===== config.mk =====
export PLATFORM = sky130hd
export DESIGN_NAME = prefix_code_byte_packer_flat
export DESIGN_NICKNAME = d
export VERILOG_FILES = /design/src/design/pcbp_pkg.sv /design/src/design/pcbp_char_if.sv /design/src/design/pcbp_result_if.sv /design/src/design/pcbp_front.sv /design/src/design/pcbp_queue.sv /design/src/design/pcbp_back.sv /design/src/design/prefix_code_byte_packer.sv /design/src/flat_wrapper.sv
export VERILOG_INCLUDE_DIRS = /design/src /design/src/design
export SDC_FILE = /design/constraint.sdc
export NUM_CORES = 1
export LEC_CHECK = 0
export BUFFER_PORTS_ARGS = -buffer_cell sky130_fd_sc_hd__clkbuf_2
export CORE_MARGIN = 5
export CORE_UTILIZATION = 40
export DETAILED_ROUTE_END_ITERATION = 10
export GPL_TIMING_DRIVEN = 0
export HOLD_SLACK_MARGIN = 0.02
export MAX_ROUTING_LAYER = met4
export SLEW_MARGIN = 25
export SYNTH_ARGS = -nofsm -noshare
export SYNTH_HDL_FRONTEND = slang
export SYNTH_SLANG_ARGS = --single-unit

===== constraint.sdc =====
create_clock -name clk -period 11.8 [get_ports clk]
set_clock_uncertainty 0.15 [all_clocks]
set_input_delay 1.77 -clock clk [delete_from_list [all_inputs] [get_ports clk]]
set_output_delay 1.77 -clock clk [all_outputs]
set_load 0.02 [all_outputs]

===== src/design/prefix_code_byte_packer_defines.svh =====
// Assertion macros for the prefix code byte packer.
// Included by the modules that carry concurrent checks.
`ifndef PREFIX_CODE_BYTE_PACKER_DEFINES_SVH
`define PREFIX_CODE_BYTE_PACKER_DEFINES_SVH

`ifndef SYNTHESIS
`define PCBP_ASSERT_IMPL(label, clk, rst, ante, cons) \
    label: assert property (@(posedge clk) disable iff (!rst) (ante) |-> (cons)) \
        else $error("pcbp: assertion failed");
`define PCBP_ASSERT_NEXT(label, clk, rst, ante, cons) \
    label: assert property (@(posedge clk) disable iff (!rst) (ante) |=> (cons)) \
        else $error("pcbp: assertion failed");
`else
`define PCBP_ASSERT_IMPL(label, clk, rst, ante, cons)
`define PCBP_ASSERT_NEXT(label, clk, rst, ante, cons)
`endif

`endif


===== src/design/pcbp_pkg.sv =====
// Shared types and constants for the prefix code byte packer.
// No dependencies.
`default_nettype none

package pcbp_pkg;

    localparam int NUM_REGS    = 4;
    localparam int MAX_ENTRIES = 4;
    localparam int CFG_IDX_W   = 2;
    localparam int CFG_DATA_W  = 20;
    localparam int SYM_W       = 8;
    localparam int CODE_W      = 8;
    localparam int LEN_W       = 4;
    localparam int QUEUE_DEPTH = 2;

    localparam logic [LEN_W-1:0] MAX_LEN = 4'd8;

    localparam logic [CFG_DATA_W-1:0] ENTRY_RESET [NUM_REGS] = '{
        20'd65605, 20'd131649, 20'd198228, 20'd198478
    };

    typedef enum logic [1:0] {
        KIND_FULL    = 2'd0,
        KIND_FLUSH   = 2'd1,
        KIND_UNKNOWN = 2'd2
    } kind_t;

    // classified request passed from front to back
    typedef struct packed {
        logic              found;
        logic              eom;
        logic [CODE_W-1:0] code;
        logic [LEN_W-1:0]  len;
    } cmd_t;

endpackage

`default_nettype wire


===== src/design/pcbp_char_if.sv =====
// Input channel: one character request with end-of-message flag.
// Depends on nothing.
`default_nettype none

interface pcbp_char_if;
    logic       valid;
    logic       ready;
    logic [7:0] symbol;
    logic       end_of_message;

    modport source (output valid, symbol, end_of_message, input ready);
    modport sink (input valid, symbol, end_of_message, output ready);
endinterface

`default_nettype wire


===== src/design/pcbp_result_if.sv =====
// Output channel: one packed byte or status request.
// Depends on pcbp_pkg.
`default_nettype none

interface pcbp_result_if;
    logic              valid;
    logic              ready;
    pcbp_pkg::kind_t   kind;
    logic [7:0]        out_byte;
    logic              last_of_run;

    modport source (output valid, kind, out_byte, last_of_run, input ready);
    modport sink (input valid, kind, out_byte, last_of_run, output ready);
endinterface

`default_nettype wire


===== src/design/pcbp_front.sv =====
// Front end: code entry registers, symbol lookup and request classification.
// Depends on pcbp_pkg and pcbp_char_if.
`default_nettype none

module pcbp_front #(
    parameter int ENTRIES = pcbp_pkg::MAX_ENTRIES
) (
    input  wire logic                            clk,
    input  wire logic                            rst_n,
    pcbp_char_if.sink                            char_chan,
    input  wire logic                            cfg_we,
    input  wire logic [pcbp_pkg::CFG_IDX_W-1:0]  cfg_index,
    input  wire logic [pcbp_pkg::CFG_DATA_W-1:0] cfg_data,
    input  wire logic                            queue_full,
    output logic                                 push,
    output pcbp_pkg::cmd_t                       push_cmd
);

    logic [pcbp_pkg::CFG_DATA_W-1:0] entry_reg [ENTRIES];

    always_ff @(posedge clk or negedge rst_n)
    begin
        if (!rst_n)
        begin
            for (int i = 0; i < ENTRIES; i++)
            begin
                entry_reg[i] <= pcbp_pkg::ENTRY_RESET[i];
            end
        end
        else
        begin
            for (int i = 0; i < ENTRIES; i++)
            begin
                if (cfg_we && cfg_index == pcbp_pkg::CFG_IDX_W'(i))
                begin
                    entry_reg[i] <= cfg_data;
                end
            end
        end
    end

    assign char_chan.ready = !queue_full;
    assign push            = char_chan.valid && !queue_full;

    // first enabled matching entry wins
    always_comb
    begin
        logic [pcbp_pkg::LEN_W-1:0]  len;
        logic [pcbp_pkg::CODE_W-1:0] mask;
        push_cmd       = '0;
        push_cmd.eom   = char_chan.end_of_message;
        len            = '0;
        mask           = '0;
        for (int i = 0; i < ENTRIES; i++)
        begin
            len = entry_reg[i][19:16];
            if (!push_cmd.found && len != '0 && entry_reg[i][7:0] == char_chan.symbol)
            begin
                if (len > pcbp_pkg::MAX_LEN)
                begin
                    len = pcbp_pkg::MAX_LEN;
                end
                mask           = 8'hFF >> (pcbp_pkg::MAX_LEN - len);
                push_cmd.found = 1'b1;
                push_cmd.len   = len;
                push_cmd.code  = entry_reg[i][15:8] & mask;
            end
        end
    end

endmodule

`default_nettype wire


===== src/design/pcbp_queue.sv =====
// Short request queue between front and back.
// Depends on pcbp_pkg and prefix_code_byte_packer_defines.svh.
`default_nettype none

`include "prefix_code_byte_packer_defines.svh"

module pcbp_queue (
    input  wire logic           clk,
    input  wire logic           rst_n,
    input  wire logic           push,
    input  wire pcbp_pkg::cmd_t push_cmd,
    input  wire logic           pop,
    output logic                full,
    output logic                head_valid,
    output pcbp_pkg::cmd_t      head
);

    localparam int PTR_W = $clog2(pcbp_pkg::QUEUE_DEPTH);
    localparam int CNT_W = $clog2(pcbp_pkg::QUEUE_DEPTH + 1);

    pcbp_pkg::cmd_t   mem [pcbp_pkg::QUEUE_DEPTH];
    logic [PTR_W-1:0] wr_ptr_reg;
    logic [PTR_W-1:0] rd_ptr_reg;
    logic [CNT_W-1:0] count_reg;
    logic [CNT_W-1:0] count_next;

    assign full       = count_reg == CNT_W'(pcbp_pkg::QUEUE_DEPTH);
    assign head_valid = count_reg != '0;
    assign head       = mem[rd_ptr_reg];

    always_comb
    begin
        count_next = count_reg;
        if (push && !pop)
        begin
            count_next = count_reg + 1'b1;
        end
        else if (pop && !push)
        begin
            count_next = count_reg - 1'b1;
        end
    end

    always_ff @(posedge clk or negedge rst_n)
    begin
        if (!rst_n)
        begin
            wr_ptr_reg <= '0;
            rd_ptr_reg <= '0;
            count_reg  <= '0;
        end
        else
        begin
            count_reg <= count_next;
            if (push)
            begin
                wr_ptr_reg <= PTR_W'((wr_ptr_reg + 1'b1) % pcbp_pkg::QUEUE_DEPTH);
            end
            if (pop)
            begin
                rd_ptr_reg <= PTR_W'((rd_ptr_reg + 1'b1) % pcbp_pkg::QUEUE_DEPTH);
            end
        end
    end

    always_ff @(posedge clk)
    begin
        if (push)
        begin
            mem[wr_ptr_reg] <= push_cmd;
        end
    end

    `PCBP_ASSERT_IMPL(a_count_bound, clk, rst_n, 1'b1, count_reg <= CNT_W'(pcbp_pkg::QUEUE_DEPTH))
    `PCBP_ASSERT_IMPL(a_no_push_full, clk, rst_n, full, !push)

endmodule

`default_nettype wire


===== src/design/pcbp_back.sv =====
// Back end: bit packer, flush sequencing and registered result output.
// Depends on pcbp_pkg, pcbp_result_if and prefix_code_byte_packer_defines.svh.
`default_nettype none

`include "prefix_code_byte_packer_defines.svh"

module pcbp_back (
    input  wire logic           clk,
    input  wire logic           rst_n,
    input  wire logic           head_valid,
    input  wire pcbp_pkg::cmd_t head,
    output logic                pop,
    pcbp_result_if.source       result_chan
);

    logic [7:0]      bits_reg;
    logic [7:0]      bits_next;
    logic [2:0]      count_reg;
    logic [2:0]      count_next;
    logic            phase_reg;
    logic            phase_next;
    logic            out_valid_reg;
    pcbp_pkg::kind_t out_kind_reg;
    logic [7:0]      out_byte_reg;
    logic            out_last_reg;

    logic            can_load;
    logic            emit;
    pcbp_pkg::kind_t e_kind;
    logic [7:0]      e_byte;
    logic            e_last;

    logic [15:0]     acc;
    logic [3:0]      total;
    logic            full_byte;
    logic [7:0]      packed_byte;
    logic [7:0]      nb;
    logic [2:0]      nc;
    logic            r1;
    logic            rf;

    logic            out_flush;
    logic            out_unknown;

    assign can_load = !out_valid_reg || result_chan.ready;

    assign acc         = ({8'd0, bits_reg} << head.len) | {8'd0, head.code};
    assign total       = {1'b0, count_reg} + head.len;
    assign full_byte   = head.found && total[3];
    assign packed_byte = 8'(acc >> total[2:0]);
    assign nb = head.found ? (acc[7:0] & (8'hFF >> (4'd8 - {1'b0, total[2:0]}))) : bits_reg;
    assign nc = head.found ? total[2:0] : count_reg;
    assign r1 = !head.found || full_byte;
    assign rf = head.eom && nc != 3'd0;

    always_comb
    begin
        emit       = 1'b0;
        e_kind     = pcbp_pkg::KIND_FULL;
        e_byte     = '0;
        e_last     = 1'b0;
        pop        = 1'b0;
        phase_next = phase_reg;
        bits_next  = bits_reg;
        count_next = count_reg;
        if (head_valid && can_load)
        begin
            if (phase_reg)
            begin
                emit       = 1'b1;
                e_kind     = pcbp_pkg::KIND_FLUSH;
                e_byte     = bits_reg << (4'd8 - {1'b0, count_reg});
                e_last     = 1'b1;
                pop        = 1'b1;
                phase_next = 1'b0;
                bits_next  = '0;
                count_next = '0;
            end
            else if (r1)
            begin
                emit   = 1'b1;
                e_kind = head.found ? pcbp_pkg::KIND_FULL : pcbp_pkg::KIND_UNKNOWN;
                e_byte = head.found ? packed_byte : 8'd0;
                e_last = !rf;
                if (rf)
                begin
                    phase_next = 1'b1;
                    bits_next  = nb;
                    count_next = nc;
                end
                else
                begin
                    pop        = 1'b1;
                    bits_next  = head.eom ? 8'd0 : nb;
                    count_next = head.eom ? 3'd0 : nc;
                end
            end
            else
            begin
                pop        = 1'b1;
                bits_next  = head.eom ? 8'd0 : nb;
                count_next = head.eom ? 3'd0 : nc;
                if (rf)
                begin
                    emit   = 1'b1;
                    e_kind = pcbp_pkg::KIND_FLUSH;
                    e_byte = nb << (4'd8 - {1'b0, nc});
                    e_last = 1'b1;
                end
            end
        end
    end

    always_ff @(posedge clk or negedge rst_n)
    begin
        if (!rst_n)
        begin
            bits_reg      <= '0;
            count_reg     <= '0;
            phase_reg     <= 1'b0;
            out_valid_reg <= 1'b0;
        end
        else
        begin
            bits_reg  <= bits_next;
            count_reg <= count_next;
            phase_reg <= phase_next;
            if (can_load)
            begin
                out_valid_reg <= emit;
            end
        end
    end

    always_ff @(posedge clk)
    begin
        if (can_load && emit)
        begin
            out_kind_reg <= e_kind;
            out_byte_reg <= e_byte;
            out_last_reg <= e_last;
        end
    end

    assign result_chan.valid       = out_valid_reg;
    assign result_chan.kind        = out_kind_reg;
    assign result_chan.out_byte    = out_byte_reg;
    assign result_chan.last_of_run = out_last_reg;

    assign out_flush   = out_valid_reg && out_kind_reg == pcbp_pkg::KIND_FLUSH && out_last_reg;
    assign out_unknown = out_valid_reg && out_kind_reg == pcbp_pkg::KIND_UNKNOWN;

    `PCBP_ASSERT_IMPL(a_phase_head, clk, rst_n, phase_reg, head_valid)
    `PCBP_ASSERT_NEXT(a_phase_flush, clk, rst_n, phase_reg && can_load, out_flush)
    `PCBP_ASSERT_IMPL(a_unknown_zero, clk, rst_n, out_unknown, out_byte_reg == 8'd0)
    `PCBP_ASSERT_NEXT(a_eom_clears, clk, rst_n, pop && head.eom, count_reg == 3'd0 && !phase_reg)

endmodule

`default_nettype wire


===== src/design/prefix_code_byte_packer.sv =====
// A request passes the queue, and its result is held in the output register.
// Throughput: one character per cycle when the queue has room and the output
// is ready; a character's second result, its padded flush byte, holds the packer.
// The output register and the two-entry queue let input and output stall apart.
// Reset: queue, packer and output valid clear; code entries take their defaults.
`default_nettype none

module prefix_code_byte_packer #(
    parameter int ENTRIES = pcbp_pkg::MAX_ENTRIES
) (
    input  wire logic                            clk,
    input  wire logic                            rst_n,
    pcbp_char_if.sink                            char_chan,
    pcbp_result_if.source                        result_chan,
    input  wire logic                            cfg_we,
    input  wire logic [pcbp_pkg::CFG_IDX_W-1:0]  cfg_index,
    input  wire logic [pcbp_pkg::CFG_DATA_W-1:0] cfg_data
);

    logic           push;
    pcbp_pkg::cmd_t push_cmd;
    logic           queue_full;
    logic           pop;
    logic           head_valid;
    pcbp_pkg::cmd_t head;

    pcbp_front #(
        .ENTRIES (ENTRIES)
    ) u_front (
        .clk        (clk),
        .rst_n      (rst_n),
        .char_chan  (char_chan),
        .cfg_we     (cfg_we),
        .cfg_index  (cfg_index),
        .cfg_data   (cfg_data),
        .queue_full (queue_full),
        .push       (push),
        .push_cmd   (push_cmd)
    );

    pcbp_queue u_queue (
        .clk        (clk),
        .rst_n      (rst_n),
        .push       (push),
        .push_cmd   (push_cmd),
        .pop        (pop),
        .full       (queue_full),
        .head_valid (head_valid),
        .head       (head)
    );

    pcbp_back u_back (
        .clk         (clk),
        .rst_n       (rst_n),
        .head_valid  (head_valid),
        .head        (head),
        .pop         (pop),
        .result_chan (result_chan)
    );

endmodule

`default_nettype wire


===== src/flat_wrapper.sv =====
// flat-port wrapper written by rule: the top's interface ports become plain ports
module prefix_code_byte_packer_flat 
#(
    parameter int ENTRIES = pcbp_pkg::MAX_ENTRIES
)
  (clk, rst_n, cfg_we, cfg_index, cfg_data, char_chan_valid, char_chan_symbol, char_chan_end_of_message, char_chan_ready, result_chan_valid, result_chan_kind, result_chan_out_byte, result_chan_last_of_run, result_chan_ready);
  pcbp_char_if char_chan_i ();
  pcbp_result_if result_chan_i ();
  input  wire logic clk;
  input  wire logic rst_n;
  input  wire logic cfg_we;
  input  wire logic [pcbp_pkg::CFG_IDX_W-1:0] cfg_index;
  input  wire logic [pcbp_pkg::CFG_DATA_W-1:0] cfg_data;
  input wire logic [$bits(char_chan_i.valid)-1:0] char_chan_valid;
  input wire logic [$bits(char_chan_i.symbol)-1:0] char_chan_symbol;
  input wire logic [$bits(char_chan_i.end_of_message)-1:0] char_chan_end_of_message;
  output wire logic [$bits(char_chan_i.ready)-1:0] char_chan_ready;
  output wire logic [$bits(result_chan_i.valid)-1:0] result_chan_valid;
  output wire logic [$bits(result_chan_i.kind)-1:0] result_chan_kind;
  output wire logic [$bits(result_chan_i.out_byte)-1:0] result_chan_out_byte;
  output wire logic [$bits(result_chan_i.last_of_run)-1:0] result_chan_last_of_run;
  input wire logic [$bits(result_chan_i.ready)-1:0] result_chan_ready;
  assign char_chan_i.valid = char_chan_valid;
  assign char_chan_i.symbol = char_chan_symbol;
  assign char_chan_i.end_of_message = char_chan_end_of_message;
  assign char_chan_ready = char_chan_i.ready;
  assign result_chan_valid = result_chan_i.valid;
  assign result_chan_kind = result_chan_i.kind;
  assign result_chan_out_byte = result_chan_i.out_byte;
  assign result_chan_last_of_run = result_chan_i.last_of_run;
  assign result_chan_i.ready = result_chan_ready;
  prefix_code_byte_packer #(.ENTRIES(ENTRIES)) u_core (.clk(clk), .rst_n(rst_n), .char_chan(char_chan_i), .result_chan(result_chan_i), .cfg_we(cfg_we), .cfg_index(cfg_index), .cfg_data(cfg_data));
endmodule

---- Word level (Yosys, flattened, before mapping) ----
Memory sizes are Yosys's and may differ from the RTL's.
Cells that the tools add are included.
cells by class
  add/sub/neg operators ................... 12
  multiply operators ...................... 0
  div/mod/pow operators ................... 0
  $lt $le $gt $ge ......................... 4
  equality and inequality tests ........... 8
  shifts and indexed selects .............. 9
  mux-type cells .......................... 50
  bitwise gates (word level) .............. 7
  reduce and logical (&&, ||, !) cells .... 38
operators by type and width
  cell                                                                count
  8-bit two-way mux                                                   9
  12-bit two-way mux                                                  4
  8-bit AND                                                           5
  8-bit by 4-bit right shift with 8-bit output, first input constant  5
  8-bit equality test                                                 4
  4-bit two-way mux                                                   8
  1-bit two-way mux                                                   20
  1-bit logical AND                                                   18
  4-bit > comparator, second input constant                           4
  16-bit by 8-bit OR with 16-bit output                               1
  4-bit nonzero test                                                  4
  8-bit by 4-bit left shift with 16-bit output                        1
  8-bit by 4-bit left shift with 8-bit output                         2
  16-bit by 3-bit right shift with 8-bit output                       1
  4-bit subtractor, first input constant                              4
  3-bit two-way mux                                                   5
  4-bit by 3-bit subtractor with 4-bit output, first input constant   3
  1-bit logical NOT                                                   9
  2-bit two-way mux                                                   4
  2-bit equality test, second input constant                          3
  3-bit by 4-bit adder with 4-bit output                              1
  2-bit nonzero test                                                  2
  3-bit nonzero test                                                  1
  1-bit adder, second input constant                                  2
  7 further kinds                                                     8
storage, ports and cells
  register bits after elaboration ......... 108
  bits in latches ......................... 0
  memory bits (writable) .................. 28
  memory bits (read-only) ................. 0
  output and inout port bits .............. 13
  word-level logic and storage cells ...... 144
  memories ................................ 1
memory list
  name                depth  width  rd ports  clocked after Yosys merged registers in  wr ports  line              text
  u_core.u_queue.mem  2      14     1         0                                        1         pcbp_queue.sv:21  pcbp_pkg::cmd_t mem [pcbp_pkg::QUEUE_DEPTH];

---- Logic depth before layout (Yosys ltp) ----
Gate-level depths: netlist of the first run.
  depth in word-level cells ............... 19
  depth in mapped cells ................... 17
  depth with buffers taken out ............ 16

---- Cells and area by module ----
Synthesis of the first run repeated with hierarchy kept, for this count alone.
unflattened totals
  cell total of the unflattened synthesis .. 799
  area, all modules ....................... 8,663.3 µm²
modules (own cells, without submodules)
  module      times used  cells an instance  area an instance (µm²)  sequential area each (µm²)
  pcbp_front  1           349                4,305.4                 2,031.9
  pcbp_back   1           390                3,105.5                 655.6
  pcbp_queue  1           60                 1,252.5                 940.9

---- Least setup slack after synthesis of the first run ----
Ideal clock, no wire load.
  kind .................................... register to register
  from .................................... register u_core.u_queue.rd_ptr_reg
  to ...................................... register u_core.u_back.out_byte_reg[7] (netlist: u_core.u_back.result_chan.out_byte[7]), data pin
  library setup time ...................... 0.152 ns
  data arrival time ....................... 3.857 ns
  data required time ...................... 11.498 ns
  setup slack ............................. 7.641 ns
  cell stages (with the launch flop) ...... 15
  path buffers ............................ 1
  period minus slack after synthesis ...... 4.159 ns
  path through ............................ dfrtp_1 mux2i_4 inv_6 ha_1 fa_1 clkbuf_1 mux2i_1 ha_1 ha_1 or2_2 nor3_1 nand3_1 o21bai_1 a311o_1 o22ai_1
on the way
  cells in the longest elaborated chain, start to end .. 10
  elaborated cells between the ends (all ways) .. 21
RTL lines
  element                                       line              text
  start: declaration                            pcbp_queue.sv:23  logic [PTR_W-1:0] rd_ptr_reg;
  start signal: assignment                      pcbp_queue.sv:61  rd_ptr_reg <= PTR_W'((rd_ptr_reg + 1'b1) % pcbp_pkg::QUEUE_DEPTH);
  memory 2 x 14 bit *                           -
  3-bit by 4-bit adder with 4-bit output        pcbp_back.sv:48   assign total = {1'b0, count_reg} + head.len;
  4-bit by 3-bit subtractor with 4-bit output   pcbp_back.sv:51   assign nb = head.found ? (acc[7:0] & (8'hFF >> (4'd8 - {1'b0, total[2:0]}))) : bits_reg;
  8-bit by 4-bit right shift with 8-bit output  pcbp_back.sv:51
  8-bit AND                                     pcbp_back.sv:51
  8-bit two-way mux                             pcbp_back.sv:51
  8-bit by 4-bit left shift with 8-bit output   pcbp_back.sv:107  e_byte = nb << (4'd8 - {1'b0, nc});
  8-bit two-way mux                             pcbp_back.sv:103  if (rf)
  8-bit two-way mux *                           pcbp_back.sv:79   else if (r1)
  8-bit two-way mux *                           pcbp_back.sv:68   if (phase_reg)
  end signal: assignment                        pcbp_back.sv:140  out_byte_reg <= e_byte;
  end: declaration                              pcbp_back.sv:24   logic [7:0] out_byte_reg;
Mark *: on every way between the ends. The rest lies on a longest branch, timed or not.
A chain may end at the register's enable or synchronous reset.

---- Final worst setup path of the first run ----
Ends and elaborated chain as after synthesis.

==> impl_metrics.xml, run 1 <==
<?xml version="1.0" encoding="UTF-8"?>
<metrics>
  <group name="worst_setup_path">
    <metric name="cp_max_fo" unit="">10</metric>
    <metric name="setup.worst_path.end_class" unit="">flop</metric>
    <metric name="max_stage_delay" unit="ns">0.53</metric>
    <metric name="worstPathCellList" unit="">mux2i_4 -&gt; inv_6 -&gt; ha_1 -&gt; fa_1 -&gt; clkbuf_1 -&gt; mux2i_1 -&gt; ha_1 -&gt; ha_1 -&gt; or2_2 -&gt; nor3_1 -&gt; nand3_1 -&gt; o21bai_1 -&gt; a311o_1 -&gt; o22ai_1</metric>
    <metric name="worstPathArrival" unit="ns">5.17</metric>
    <metric name="slowest_stage" unit="">mux2i_4</metric>
    <metric name="critPathMostFrequentCell" unit="">ha_1</metric>
    <metric name="worst_ep_required_time" unit="ns">11.92</metric>
    <metric name="setup.worst_path.start_class" unit="">flop</metric>
    <metric name="criticalPathCategory" unit="">flop to flop</metric>
  </group>
  <group name="timing">
    <metric name="finalCriticalPeriod" unit="ns">5.05</metric>
    <metric name="min_hold_slack" unit="ns">0.357</metric>
    <metric name="setup_viol" unit="">0</metric>
    <metric name="hold_viol" unit="">0</metric>
    <metric name="max_slew.worst_pin.slew" unit="ns">1.13</metric>
    <metric name="fmax" unit="GHz">0.198</metric>
    <metric name="slew-limit-headroom" unit="%">24.0</metric>
    <metric name="final_min_period_over_clock_period" unit="%">42.8</metric>
    <metric name="grt_setup_unrepaired" unit="">no</metric>
    <metric name="final-max-slew-violation-count" unit="">0</metric>
    <metric name="tns" unit="ns">0</metric>
  </group>
  <group name="detailed_routing">
    <metric name="met1Wirelength" unit="mm">10.2</metric>
    <metric name="routed_wirelength" unit="mm">22.4</metric>
    <metric name="vias" unit="">6702</metric>
    <metric name="met3_wirelength" unit="mm">1.08</metric>
    <metric name="drc" unit="">0</metric>
    <metric name="antenna_left" unit="">0</metric>
    <metric name="detailroute.wirelength.met2" unit="mm">10.6</metric>
    <metric name="route.detailed.wl_per_inst" unit="µm">19.5</metric>
    <metric name="highest-signal-layer" unit="">met4</metric>
    <metric name="first_iter_violations" unit="">545</metric>
    <metric name="initial_drt_pass_iterations" unit="">5</metric>
    <metric name="avgViaCountPerCell" unit="">5.81</metric>
  </group>
  <group name="yosys">
    <metric name="synth_cell_types" unit="">78</metric>
    <metric name="netlist_instances" unit="">797</metric>
    <metric name="syn-mean-instance-area" unit="µm²">10.7</metric>
    <metric name="synth_edf_count" unit="">39</metric>
    <metric name="synthesis.area" unit="mm²">0.00856</metric>
    <metric name="syn-num-nets" unit="">859</metric>
    <metric name="synth_top_area_cell" unit="">dfrtp_1</metric>
    <metric name="synth-warning-count" unit="">0</metric>
    <metric name="synth_flop_type" unit="">dfrtp_1</metric>
    <metric name="synth_common_cells" unit="">mux2_2 (88), dfrtp_1 (73), nand2_1 (67)</metric>
    <metric name="fraction_of_the_yosys_area_taken_by_sequential_cells" unit="%">42.4</metric>
    <metric name="yosys-top-cells-area" unit="">dfrtp_1 (21%), edfxtp_1 (14%), mux2_2 (12%), dfstp_2 (7.4%), ha_1 (3.7%)</metric>
    <metric name="ys_async_sr_fraction" unit="%">71.3</metric>
    <metric name="cell_with_the_most_instances_after_synthesis" unit="">mux2_2</metric>
    <metric name="synth-seq-cells" unit="">136</metric>
    <metric name="netlist.area_leader.share" unit="%">21.4</metric>
  </group>
  <group name="global_routing">
    <metric name="grt_start_max_net_pins" unit="">51</metric>
    <metric name="via_count_of_the_first_global_routing_pass" unit="">6562</metric>
    <metric name="grt-ovfl-total" unit="">0</metric>
    <metric name="grt_first_pass_wirelength" unit="mm">36.6</metric>
    <metric name="grt_antenna_before_repair" unit="">0</metric>
    <metric name="grtUsageTotal" unit="%">19.6</metric>
  </group>
  <group name="cells_and_area">
    <metric name="max_reg_flops" unit="">80</metric>
    <metric name="final_net_count" unit="">927</metric>
    <metric name="antennaDiodeCount" unit="">0</metric>
    <metric name="multi_input_comb_area" unit="mm²">0.00465</metric>
    <metric name="regArea" unit="mm²">0.00363</metric>
    <metric name="num-fill-cells" unit="">1978</metric>
    <metric name="flow.area_growth_from_synthesis" unit="%">14.1</metric>
    <metric name="stdcell_count" unit="">1153</metric>
    <metric name="layout_cells_sized_above_1" unit="%">26.2</metric>
  </group>
  <group name="power">
    <metric name="switchingPower" unit="W">0.00115</metric>
    <metric name="cellPowerDensity" unit="mW/mm²">263</metric>
    <metric name="power.share.switching" unit="%">44.8</metric>
    <metric name="power_leakage" unit="nW">3.92</metric>
    <metric name="pwr-share-comb" unit="%">52.2</metric>
    <metric name="pwr-share-clk" unit="%">20.0</metric>
    <metric name="power.ir.vdd_worst" unit="mV">0.127</metric>
    <metric name="power.sequential.fraction" unit="%">27.8</metric>
    <metric name="internal-power" unit="W">0.00142</metric>
  </group>
  <group name="placement">
    <metric name="gp_congestion" unit="">0.932</metric>
    <metric name="placement.io_buffers" unit="">48</metric>
    <metric name="place.detailed.hpwl" unit="mm">17.1</metric>
    <metric name="post_placement_cell_count" unit="">1121</metric>
  </group>
  <group name="clock_tree">
    <metric name="post_cts_hold_buffer_count" unit="">0</metric>
    <metric name="cts_root_buffer" unit="">clkbuf_16</metric>
    <metric name="ctsHtreeMaxLevel" unit="">4</metric>
    <metric name="tritoncts_num_sinks" unit="">136</metric>
    <metric name="tritoncts" unit="">done</metric>
    <metric name="post_cts_resize_count" unit="">0</metric>
    <metric name="clock_path_buffers" unit="">2</metric>
    <metric name="cts_made_buffers" unit="">17</metric>
    <metric name="worst_setup_hold_path_clk_slew" unit="ns">0.07</metric>
    <metric name="cts_setup_buffers" unit="">0</metric>
    <metric name="worstSkewPairLatency" unit="ns">0.43</metric>
  </group>
  <group name="run_status">
    <metric name="status" unit="">completed</metric>
  </group>
  <group name="floorplan">
    <metric name="ioPinCount" unit="">49</metric>
    <metric name="die-area" unit="mm²">0.0244</metric>
    <metric name="dieHeight" unit="µm">156</metric>
    <metric name="dieWidth" unit="µm">156</metric>
    <metric name="core_footprint" unit="mm²">0.0210</metric>
    <metric name="initial_core_util" unit="%">40.7</metric>
    <metric name="std_cell_rows" unit="">53</metric>
  </group>
  <group name="min_path">
    <metric name="min_delay_path_class" unit="">flop to flop</metric>
  </group>
  <group name="run">
    <metric name="cap_viol_max_count" unit="">0</metric>
  </group>
</metrics>
==> stage by stage <==
stage	util, %	total power, W	setup slack, ns	cell area, µm²
floorplan	-	0.00168	7.64	8560
global placement	43.5	0.00203	6.84	9140
detailed placement	43.7	0.00203	6.81	9180
CTS	46.4	0.00256	6.80	9760
global route	46.4	0.00273	6.46	9760
finish	46.4	0.00256	6.75	9760
==> critical path, delay by kind of cell (launching register included) <==
family	cells	cell delay [ns]
compound gates	3	0.81
buf+inv	2	0.54
fa+ha+maj	4	1.24
flops	1	0.46
mux	2	0.79
simple gates	3	0.90
==> layer usage <==
layer,global-route usage (%),vias to the layer above
met3,3.07,45
li1,-,3162
met5,-,-
met4,6.28,0
met1,26.5,3306
met2,30.3,189
==> path summary, 6_finish.rpt <==
| path | to | cells after the start | slack (ns) | startpoint |
|---|---|---|---|---|
| worst max-delay path | u_core.u_back.result_chan.out_byte[7] | 14 | 6.75 | u_core.u_queue.rd_ptr_reg |
| worst min register to register | u_core.u_front.entry_reg[71] | 1 | 0.36 | u_core.u_front.entry_reg[71] |
| max in group asynchronous | u_core.u_front.entry_reg[10] | 2 | 9.72 | rst_n |
| worst max register to register | u_core.u_back.result_chan.out_byte[7] | 14 | 6.75 | u_core.u_queue.rd_ptr_reg |
| min in group asynchronous | u_core.u_front.entry_reg[77] | 1 | 1.14 | rst_n |
| worst min-delay path | u_core.u_front.entry_reg[71] | 1 | 0.36 | u_core.u_front.entry_reg[71] |
==> area by class of cell <==
cell class / instances / share of cell area [%]
Clock inverter: 14 / 1.38
Multi-Input combinational cell: 588 / 47.6
Clock buffer: 18 / 4.50
Inverter: 34 / 1.36
Sequential cell: 136 / 37.2
Timing Repair Buffer: 49 / 2.83
Buffer: 39 / 1.58
Tap cell: 275 / 3.53
==> power by group through the flow <==
stage / Sequential [W] / Combinational, W / Clock, W
final: 0.000712 / 0.00134 / 0.000512
after global routing: 0.000727 / 0.00146 / 0.000548
after CTS: 0.000712 / 0.00132 / 0.000526
after detailed placement: 0.000721 / 0.00131 / 0
after global placement: 0.000717 / 0.00132 / 0
after floorplan: 0.000724 / 0.000953 / 0
==> placed cells by master, fill, tap and decap left out, types with 6 or more instances in the layout <==
cell type and count:
mux2_2 88, dfrtp_1 73, nand2_1 67, clkbuf_2 47, edfxtp_1 39, nor2_1 37
clkbuf_1 33, xor2_1 32, inv_1 30, o21ai_0 28, mux2i_1 27, nand3_1 25
ha_1 25, dfstp_2 24, a21oi_1 17, clkbuf_16 17, nor3_1 15, nand2b_1 12
xnor2_1 11, mux4_2 10, nor4_1 9, nand4_1 9, a211oi_1 9, o21a_1 8
a311oi_1 7, nor4b_1 7, a31oi_1 7, o22ai_1 7, or2_2 6, and2_1 6
nand3b_1 6
==> cell families (layout without fill, tap and decap cells) <==
| logic type | after synthesis | after routing | synth area share [%] |
|---|---|---|---|
| AO/OA/AOI/OAI | 172 | 172 | 15.1 |
| XOR/XNOR | 43 | 43 | 4.40 |
| adder cells (fa/ha/maj) | 26 | 26 | 3.89 |
| buffers and inverters | 73 | 154 | 3.35 |
| flip-flops | 136 | 136 | 42.4 |
| multiplexers | 127 | 127 | 17.9 |
| AND/OR/NAND/NOR | 220 | 220 | 12.9 |
Power figures use the tool's default switching activity.
==> inputs of run 2 (changes only) <==
- clock period: 11.8 -> 5 ns (I/O delays scaled with it)
==> run 2 against run 1 <==
  * Critical path depth stayed put
  * Register-to-register slack worse by 6.5 ns
  * Worst setup slack worse by 6.5 ns
  * Die area stayed put
  * Critical path type unchanged
  * Via count is 0.36% higher
  * Flip-flop and latch count stayed put
  * Clock power is 140% higher
  * Global-route usage stayed put
  * Maximum frequency is 6.5% higher
  * Power is 140% higher
  * Largest power group unchanged
==> impl_metrics.xml, run 2 (synthesis results as in run 1) <==
<?xml version="1.0" encoding="UTF-8"?>
<metrics>
  <group name="timing">
    <metric name="grt_setup_unrepaired" unit="">no</metric>
    <metric name="final_min_period_over_clock_period" unit="%">94.8</metric>
    <metric name="max_slew.worst_pin.slew" unit="ns">1.09</metric>
    <metric name="tns" unit="ns">0</metric>
    <metric name="finalCriticalPeriod" unit="ns">4.74</metric>
    <metric name="final-max-slew-violation-count" unit="">0</metric>
    <metric name="setup_viol" unit="">0</metric>
    <metric name="slew-limit-headroom" unit="%">26.5</metric>
    <metric name="hold_viol" unit="">0</metric>
    <metric name="fmax" unit="GHz">0.211</metric>
    <metric name="setup_slack" unit="ns">0.259</metric>
  </group>
  <group name="power">
    <metric name="cellPowerDensity" unit="mW/mm²">620</metric>
    <metric name="p_total" unit="W">0.00608</metric>
    <metric name="power_leakage" unit="nW">3.94</metric>
    <metric name="power.ir.vdd_worst" unit="mV">0.308</metric>
  </group>
  <group name="global_routing">
    <metric name="grt-ovfl-total" unit="">0</metric>
    <metric name="via_count_of_the_first_global_routing_pass" unit="">6562</metric>
    <metric name="grt_start_max_net_pins" unit="">51</metric>
    <metric name="grtUsageTotal" unit="%">19.6</metric>
    <metric name="grt_first_pass_wirelength" unit="mm">36.6</metric>
    <metric name="grt_antenna_before_repair" unit="">0</metric>
  </group>
  <group name="cells_and_area">
    <metric name="flow.area_growth_from_synthesis" unit="%">14.5</metric>
    <metric name="antennaDiodeCount" unit="">0</metric>
    <metric name="max_reg_flops" unit="">80</metric>
    <metric name="final_net_count" unit="">930</metric>
    <metric name="layout_cells_sized_above_1" unit="%">27.0</metric>
    <metric name="num-fill-cells" unit="">1975</metric>
    <metric name="final_cell_mix" unit="">mux2_2 (88), dfrtp_1 (73), nand2_1 (67)</metric>
    <metric name="layout_commonest_cell" unit="">mux2_2</metric>
    <metric name="stdcell_count" unit="">1156</metric>
  </group>
  <group name="floorplan">
    <metric name="die-area" unit="mm²">0.0244</metric>
    <metric name="core_footprint" unit="mm²">0.0210</metric>
    <metric name="initial_core_util" unit="%">40.7</metric>
    <metric name="dieHeight" unit="µm">156</metric>
    <metric name="std_cell_rows" unit="">53</metric>
    <metric name="dieWidth" unit="µm">156</metric>
    <metric name="ioPinCount" unit="">49</metric>
  </group>
  <group name="placement">
    <metric name="place.detailed.hpwl" unit="mm">17.1</metric>
    <metric name="gp_congestion" unit="">0.932</metric>
    <metric name="placement.io_buffers" unit="">48</metric>
    <metric name="pre_cts_slack" unit="ns">0.0136</metric>
    <metric name="post_placement_cell_count" unit="">1121</metric>
  </group>
  <group name="min_path">
    <metric name="min_delay_path_class" unit="">input port to asynchronous set/reset pin</metric>
  </group>
  <group name="detailed_routing">
    <metric name="drc" unit="">0</metric>
    <metric name="antenna_left" unit="">0</metric>
    <metric name="initial_drt_pass_iterations" unit="">5</metric>
    <metric name="avgViaCountPerCell" unit="">5.82</metric>
    <metric name="route.detailed.wl_per_inst" unit="µm">19.4</metric>
    <metric name="vias" unit="">6726</metric>
    <metric name="routed_wirelength" unit="mm">22.5</metric>
    <metric name="first_iter_violations" unit="">595</metric>
  </group>
  <group name="run_status">
    <metric name="status" unit="">completed</metric>
  </group>
  <group name="worst_setup_path">
    <metric name="setup.worst_path.start_class" unit="">flop</metric>
    <metric name="worst_ep_required_time" unit="ns">5.02</metric>
    <metric name="max_stage_delay" unit="ns">0.50</metric>
    <metric name="worstPathArrival" unit="ns">4.76</metric>
    <metric name="slowest_stage" unit="">fa_1</metric>
    <metric name="cp_top_family" unit="">buffers and inverters</metric>
    <metric name="cp_max_fo" unit="">12</metric>
    <metric name="criticalPathCategory" unit="">flop to flop</metric>
    <metric name="critical_path_buffer_and_inverter_count" unit="">5</metric>
    <metric name="setup.worst_path.end_class" unit="">flop</metric>
    <metric name="worstPathCellList" unit="">buf_4 -&gt; mux2i_4 -&gt; inv_2 -&gt; buf_2 -&gt; fa_1 -&gt; inv_1 -&gt; clkbuf_1 -&gt; ha_1 -&gt; xnor2_1 -&gt; nand2b_1 -&gt; a32oi_1 -&gt; mux2i_1 -&gt; a22o_1 -&gt; or4_1</metric>
  </group>
  <group name="clock_tree">
    <metric name="clock_path_buffers" unit="">2</metric>
    <metric name="tritoncts_num_sinks" unit="">136</metric>
    <metric name="ctsHtreeMaxLevel" unit="">4</metric>
    <metric name="worst_setup_hold_path_clk_slew" unit="ns">0.07</metric>
    <metric name="worstSkewPairLatency" unit="ns">0.43</metric>
    <metric name="cts_root_buffer" unit="">clkbuf_16</metric>
    <metric name="post_cts_hold_buffer_count" unit="">0</metric>
    <metric name="tritoncts" unit="">done</metric>
    <metric name="cts_made_buffers" unit="">17</metric>
  </group>
  <group name="run">
    <metric name="cap_viol_max_count" unit="">0</metric>
  </group>
</metrics>
run 2: cell types whose count changed in the layout (fill, tap and decap cells not counted):
cell,previous run,this run
clkbuf_2,47,49
nand3_2,0,1
mux2i_2,0,1
buf_1,2,1
nand3_1,25,24
clkbuf_1,33,32
buf_4,1,4
nor3_2,0,1
mux2i_1,27,26
nor3_1,15,14
run 2: where the power goes:
part,internal [W],switching [W]
combinational,0.00120,0.00199
clock,0.000671,0.000543
sequential,0.00149,0.000187
run 2: final cells by class:
| cell class | instances | area, µm² | share of cell area, % |
|---|---|---|---|
| inverter | 34 | 133 | 1.35 |
| clock buffer | 18 | 439 | 4.48 |
| sequential | 136 | 3630 | 37.0 |
| tap | 275 | 344 | 3.51 |
| multi-input combinational | 588 | 4660 | 47.6 |
| buffer | 39 | 156 | 1.60 |
| timing repair buffer | 52 | 299 | 3.05 |
| clock inverter | 14 | 135 | 1.38 |
run 2: timing repair:
item	4_1_cts	5_1_grt
gates resized for setup	0	6
setup endpoints to repair	0	5
hold endpoints to repair	0	0
buffers inserted	0	3
run 2: worst register-to-register path, stage by stage (launching register included):
cell and delay [ns]:
dfrtp_1 0.46, buf_4 0.26, mux2i_4 0.30, inv_2 0.06, buf_2 0.21, fa_1 0.51
inv_1 0.12, clkbuf_1 0.45, ha_1 0.30, xnor2_1 0.11, nand2b_1 0.16, a32oi_1 0.49
mux2i_1 0.21, a22o_1 0.24, or4_1 0.46
run 2: metrics by stage:
| stage | instance area (µm²) | utilization (%) | hold slack (ns) |
|---|---|---|---|
| after floorplan | 8560 | - | 0.304 |
| after global placement | 9140 | 43.5 | 0.325 |
| after detailed placement | 9180 | 43.7 | 0.345 |
| after CTS | 9760 | 46.4 | 0.113 |
| after global routing | 9800 | 46.6 | 0.135 |
| final | 9800 | 46.6 | 0.117 |
run 2: worst paths after layout:
| check | from | end | slack [ns] | cells after the start |
|---|---|---|---|---|
| max reg2reg | u_core.u_queue.rd_ptr_reg | u_core.u_back.result_chan.out_byte[5] | 0.26 | 14 |
| min in group clk | u_core.u_front.entry_reg[28] | u_core.u_front.entry_reg[28] | 0.36 | 1 |
| max | u_core.u_queue.rd_ptr_reg | u_core.u_back.result_chan.out_byte[5] | 0.26 | 14 |
| min | rst_n | u_core.u_front.entry_reg[77] | 0.12 | 1 |
| max in group asynchronous | rst_n | u_core.u_front.entry_reg[10] | 3.94 | 2 |
| min reg2reg | u_core.u_front.entry_reg[28] | u_core.u_front.entry_reg[28] | 0.36 | 1 |
run 2: layer usage:
metal  up-vias  global-route usage, %  part of all wire [%]  wire, µm
met3        40                   3.07                   4.9      1110
met4         0                   6.28                   2.3       514
met5         -                      -                     0         0
li1       3168                      -                     -         -
met1      3332                   26.5                    46     10200
met2       186                   30.3                    47     10600
==> inputs of run 3 (changes only) <==
- GPL_TIMING_DRIVEN: 0 -> default
- clock period: 5 -> 6.1 ns (I/O delays scaled with it)
==> run 3 against run 2 <==
  * Utilization is 0.49 points lower
  * Non-clock buffer count is 29 lower
  * Power is 18% lower
==> impl_metrics.xml, run 3 (synthesis results as in run 1) <==
<?xml version="1.0" encoding="UTF-8"?>
<metrics>
  <group name="worst_setup_path">
    <metric name="reg2reg_slack" unit="ns">1.25</metric>
    <metric name="setup.worst_path.end_class" unit="">flop</metric>
    <metric name="max_stage_delay" unit="ns">0.68</metric>
    <metric name="cp_top_family" unit="">multiplexers</metric>
    <metric name="crit-reg2reg-capture" unit="">u_core.u_back.result_chan.out_byte[7]</metric>
    <metric name="worst_ep_required_time" unit="ns">6.22</metric>
    <metric name="cp_max_fo" unit="">28</metric>
    <metric name="setup.worst_path.start_class" unit="">flop</metric>
    <metric name="r2r_cell_count" unit="">13</metric>
    <metric name="slowest_stage" unit="">mux2i_1</metric>
    <metric name="worstPathArrival" unit="ns">4.97</metric>
    <metric name="criticalPathCategory" unit="">flop to flop</metric>
    <metric name="critical_path_buffer_and_inverter_count" unit="">2</metric>
    <metric name="worstPathCellList" unit="">buf_4 -&gt; mux2i_1 -&gt; inv_2 -&gt; ha_1 -&gt; xor2_1 -&gt; mux2i_1 -&gt; ha_1 -&gt; or2_2 -&gt; nor3_1 -&gt; nand3_1 -&gt; o21bai_1 -&gt; a311o_1 -&gt; o22ai_1</metric>
    <metric name="rr_startpoint" unit="">u_core.u_queue.rd_ptr_reg</metric>
  </group>
  <group name="power">
    <metric name="internal-power" unit="W">0.00278</metric>
    <metric name="pwr-share-clk" unit="%">20.4</metric>
    <metric name="switchingPower" unit="W">0.00220</metric>
    <metric name="pwr-share-comb" unit="%">51.0</metric>
    <metric name="power_leakage" unit="nW">3.93</metric>
    <metric name="power.ir.vdd_worst" unit="mV">0.219</metric>
    <metric name="power.sequential.fraction" unit="%">28.6</metric>
    <metric name="cellPowerDensity" unit="mW/mm²">514</metric>
    <metric name="power.share.switching" unit="%">44.2</metric>
  </group>
  <group name="timing">
    <metric name="fmax" unit="GHz">0.206</metric>
    <metric name="min_hold_slack" unit="ns">0.337</metric>
    <metric name="finalCriticalPeriod" unit="ns">4.85</metric>
    <metric name="final-max-slew-violation-count" unit="">0</metric>
    <metric name="grt_setup_unrepaired" unit="">no</metric>
    <metric name="final_min_period_over_clock_period" unit="%">79.6</metric>
    <metric name="setup_viol" unit="">0</metric>
    <metric name="slew-limit-headroom" unit="%">31.8</metric>
    <metric name="hold_viol" unit="">0</metric>
    <metric name="tns" unit="ns">0</metric>
    <metric name="max_slew.worst_pin.slew" unit="ns">1.02</metric>
  </group>
  <group name="detailed_routing">
    <metric name="detailroute.wirelength.met2" unit="mm">10.6</metric>
    <metric name="first_iter_violations" unit="">542</metric>
    <metric name="vias" unit="">6554</metric>
    <metric name="met1Wirelength" unit="mm">10.1</metric>
    <metric name="antenna_left" unit="">0</metric>
    <metric name="route.detailed.wl_per_inst" unit="µm">19.5</metric>
    <metric name="initial_drt_pass_iterations" unit="">5</metric>
    <metric name="drc" unit="">0</metric>
    <metric name="highest-signal-layer" unit="">met4</metric>
    <metric name="routed_wirelength" unit="mm">22.0</metric>
    <metric name="met3_wirelength" unit="µm">942</metric>
    <metric name="avgViaCountPerCell" unit="">5.82</metric>
  </group>
  <group name="clock_tree">
    <metric name="ctsHtreeMaxLevel" unit="">4</metric>
    <metric name="post_cts_hold_buffer_count" unit="">0</metric>
    <metric name="post_cts_resize_count" unit="">0</metric>
    <metric name="worst_setup_hold_path_clk_slew" unit="ns">0.06</metric>
    <metric name="worstSkewPairLatency" unit="ns">0.42</metric>
    <metric name="tritoncts_num_sinks" unit="">136</metric>
    <metric name="cts_setup_buffers" unit="">0</metric>
    <metric name="clock_path_buffers" unit="">2</metric>
    <metric name="cts_made_buffers" unit="">17</metric>
    <metric name="cts_root_buffer" unit="">clkbuf_16</metric>
    <metric name="tritoncts" unit="">done</metric>
  </group>
  <group name="min_path">
    <metric name="min_delay_path_class" unit="">flop to flop</metric>
    <metric name="hold_depth" unit="">1</metric>
    <metric name="hold_path.startpoint" unit="">u_core.u_queue.wr_ptr_reg</metric>
    <metric name="hold_end" unit="">u_core.u_queue.wr_ptr_reg</metric>
  </group>
  <group name="global_routing">
    <metric name="grt_first_pass_wirelength" unit="mm">36.0</metric>
    <metric name="grt_start_max_net_pins" unit="">57</metric>
    <metric name="via_count_of_the_first_global_routing_pass" unit="">6471</metric>
    <metric name="grt_antenna_before_repair" unit="">0</metric>
    <metric name="grt-ovfl-total" unit="">0</metric>
    <metric name="grtUsageTotal" unit="%">19.2</metric>
  </group>
  <group name="placement">
    <metric name="placement.io_buffers" unit="">48</metric>
    <metric name="place.detailed.hpwl" unit="mm">16.4</metric>
    <metric name="gp_congestion" unit="">0.960</metric>
  </group>
  <group name="floorplan">
    <metric name="initial_core_util" unit="%">40.7</metric>
    <metric name="die-area" unit="mm²">0.0244</metric>
    <metric name="core_footprint" unit="mm²">0.0210</metric>
    <metric name="std_cell_rows" unit="">53</metric>
    <metric name="dieHeight" unit="µm">156</metric>
    <metric name="ioPinCount" unit="">49</metric>
    <metric name="dieWidth" unit="µm">156</metric>
  </group>
  <group name="cells_and_area">
    <metric name="final_net_count" unit="">901</metric>
    <metric name="max_reg_flops" unit="">80</metric>
    <metric name="flow.area_growth_from_synthesis" unit="%">13.3</metric>
    <metric name="layout_commonest_cell" unit="">mux2_2</metric>
    <metric name="final_cell_mix" unit="">mux2_2 (88), dfrtp_1 (73), nand2_1 (67)</metric>
    <metric name="antennaDiodeCount" unit="">0</metric>
    <metric name="num-fill-cells" unit="">1943</metric>
    <metric name="layout_cells_sized_above_1" unit="%">28.1</metric>
  </group>
  <group name="run_status">
    <metric name="status" unit="">completed</metric>
  </group>
  <group name="run">
    <metric name="cap_viol_max_count" unit="">0</metric>
  </group>
</metrics>
## run 3: power by group through the flow
stage / clock [W] / sequential, W / combinational, W
after global routing: 0.00108 / 0.00145 / 0.00278
after detailed placement: 0 / 0.00144 / 0.00249
after global placement: 0 / 0.00143 / 0.00250
after floorplan: 0 / 0.00140 / 0.00184
final: 0.00101 / 0.00143 / 0.00254
after CTS: 0.00104 / 0.00142 / 0.00251
## run 3: final cells by class
cell class              count  area (µm²)  share of cell area, %
well taps                 275         344                   3.55
repair buffers             62         355                   3.66
flip-flops and latches    136        3630                   37.4
multi-input cells         588        4660                   48.0
clock inverters            15         154                   1.59
inverters                  34         133                   1.37
clock buffers              17         425                   4.39
## run 3: how the worst max path moves through the flow
| stage | from | cells after the start | to | slack [ns] |
|---|---|---|---|---|
| 2_1_floorplan | u_core.u_queue.rd_ptr_reg | 14 | u_core.u_back.result_chan.out_byte[7] | 1.94 |
| 3_3_place_gp | u_core.u_queue.rd_ptr_reg | 14 | u_core.u_back.result_chan.out_byte[7] | 1.41 |
| 3_5_place_dp | u_core.u_queue.rd_ptr_reg | 14 | u_core.u_back.result_chan.out_byte[7] | 1.34 |
| 4_1_cts | u_core.u_queue.rd_ptr_reg | 14 | u_core.u_back.result_chan.out_byte[7] | 1.31 |
| 5_1_grt | u_core.u_queue.rd_ptr_reg | 14 | u_core.u_back.result_chan.out_byte[7] | 0.89 |
| 6_report | u_core.u_queue.rd_ptr_reg | 13 | u_core.u_back.result_chan.out_byte[7] | 1.25 |
## run 3: layer usage
metal  vias to the layer above  GRT usage, %
met3                        24          3.24
met2                       193          30.8
met4                         0          4.88
li1                       3093             -
met5                         -             -
met1                      3244          25.5
## run 3: worst register-to-register path, stage by stage, from the launching register on
cell,delay [ns]
dfrtp_1,0.48
buf_4,0.37
mux2i_1,0.69
inv_2,0.21
ha_1,0.43
xor2_1,0.28
mux2i_1,0.21
ha_1,0.25
or2_2,0.33
nor3_1,0.25
nand3_1,0.30
o21bai_1,0.25
a311o_1,0.34
o22ai_1,0.19
## run 3: stage by stage
stage	area [µm²]	setup slack [ns]	cells	total power, W	util, %
floorplan	8560	1.94	797	0.00324	-
global placement	9090	1.41	1094	0.00394	43.2
detailed placement	9120	1.34	1095	0.00393	43.4
CTS	9700	1.31	1127	0.00497	46.1
global route	9700	0.894	1127	0.00531	46.1
finish	9700	1.25	1127	0.00498	46.1
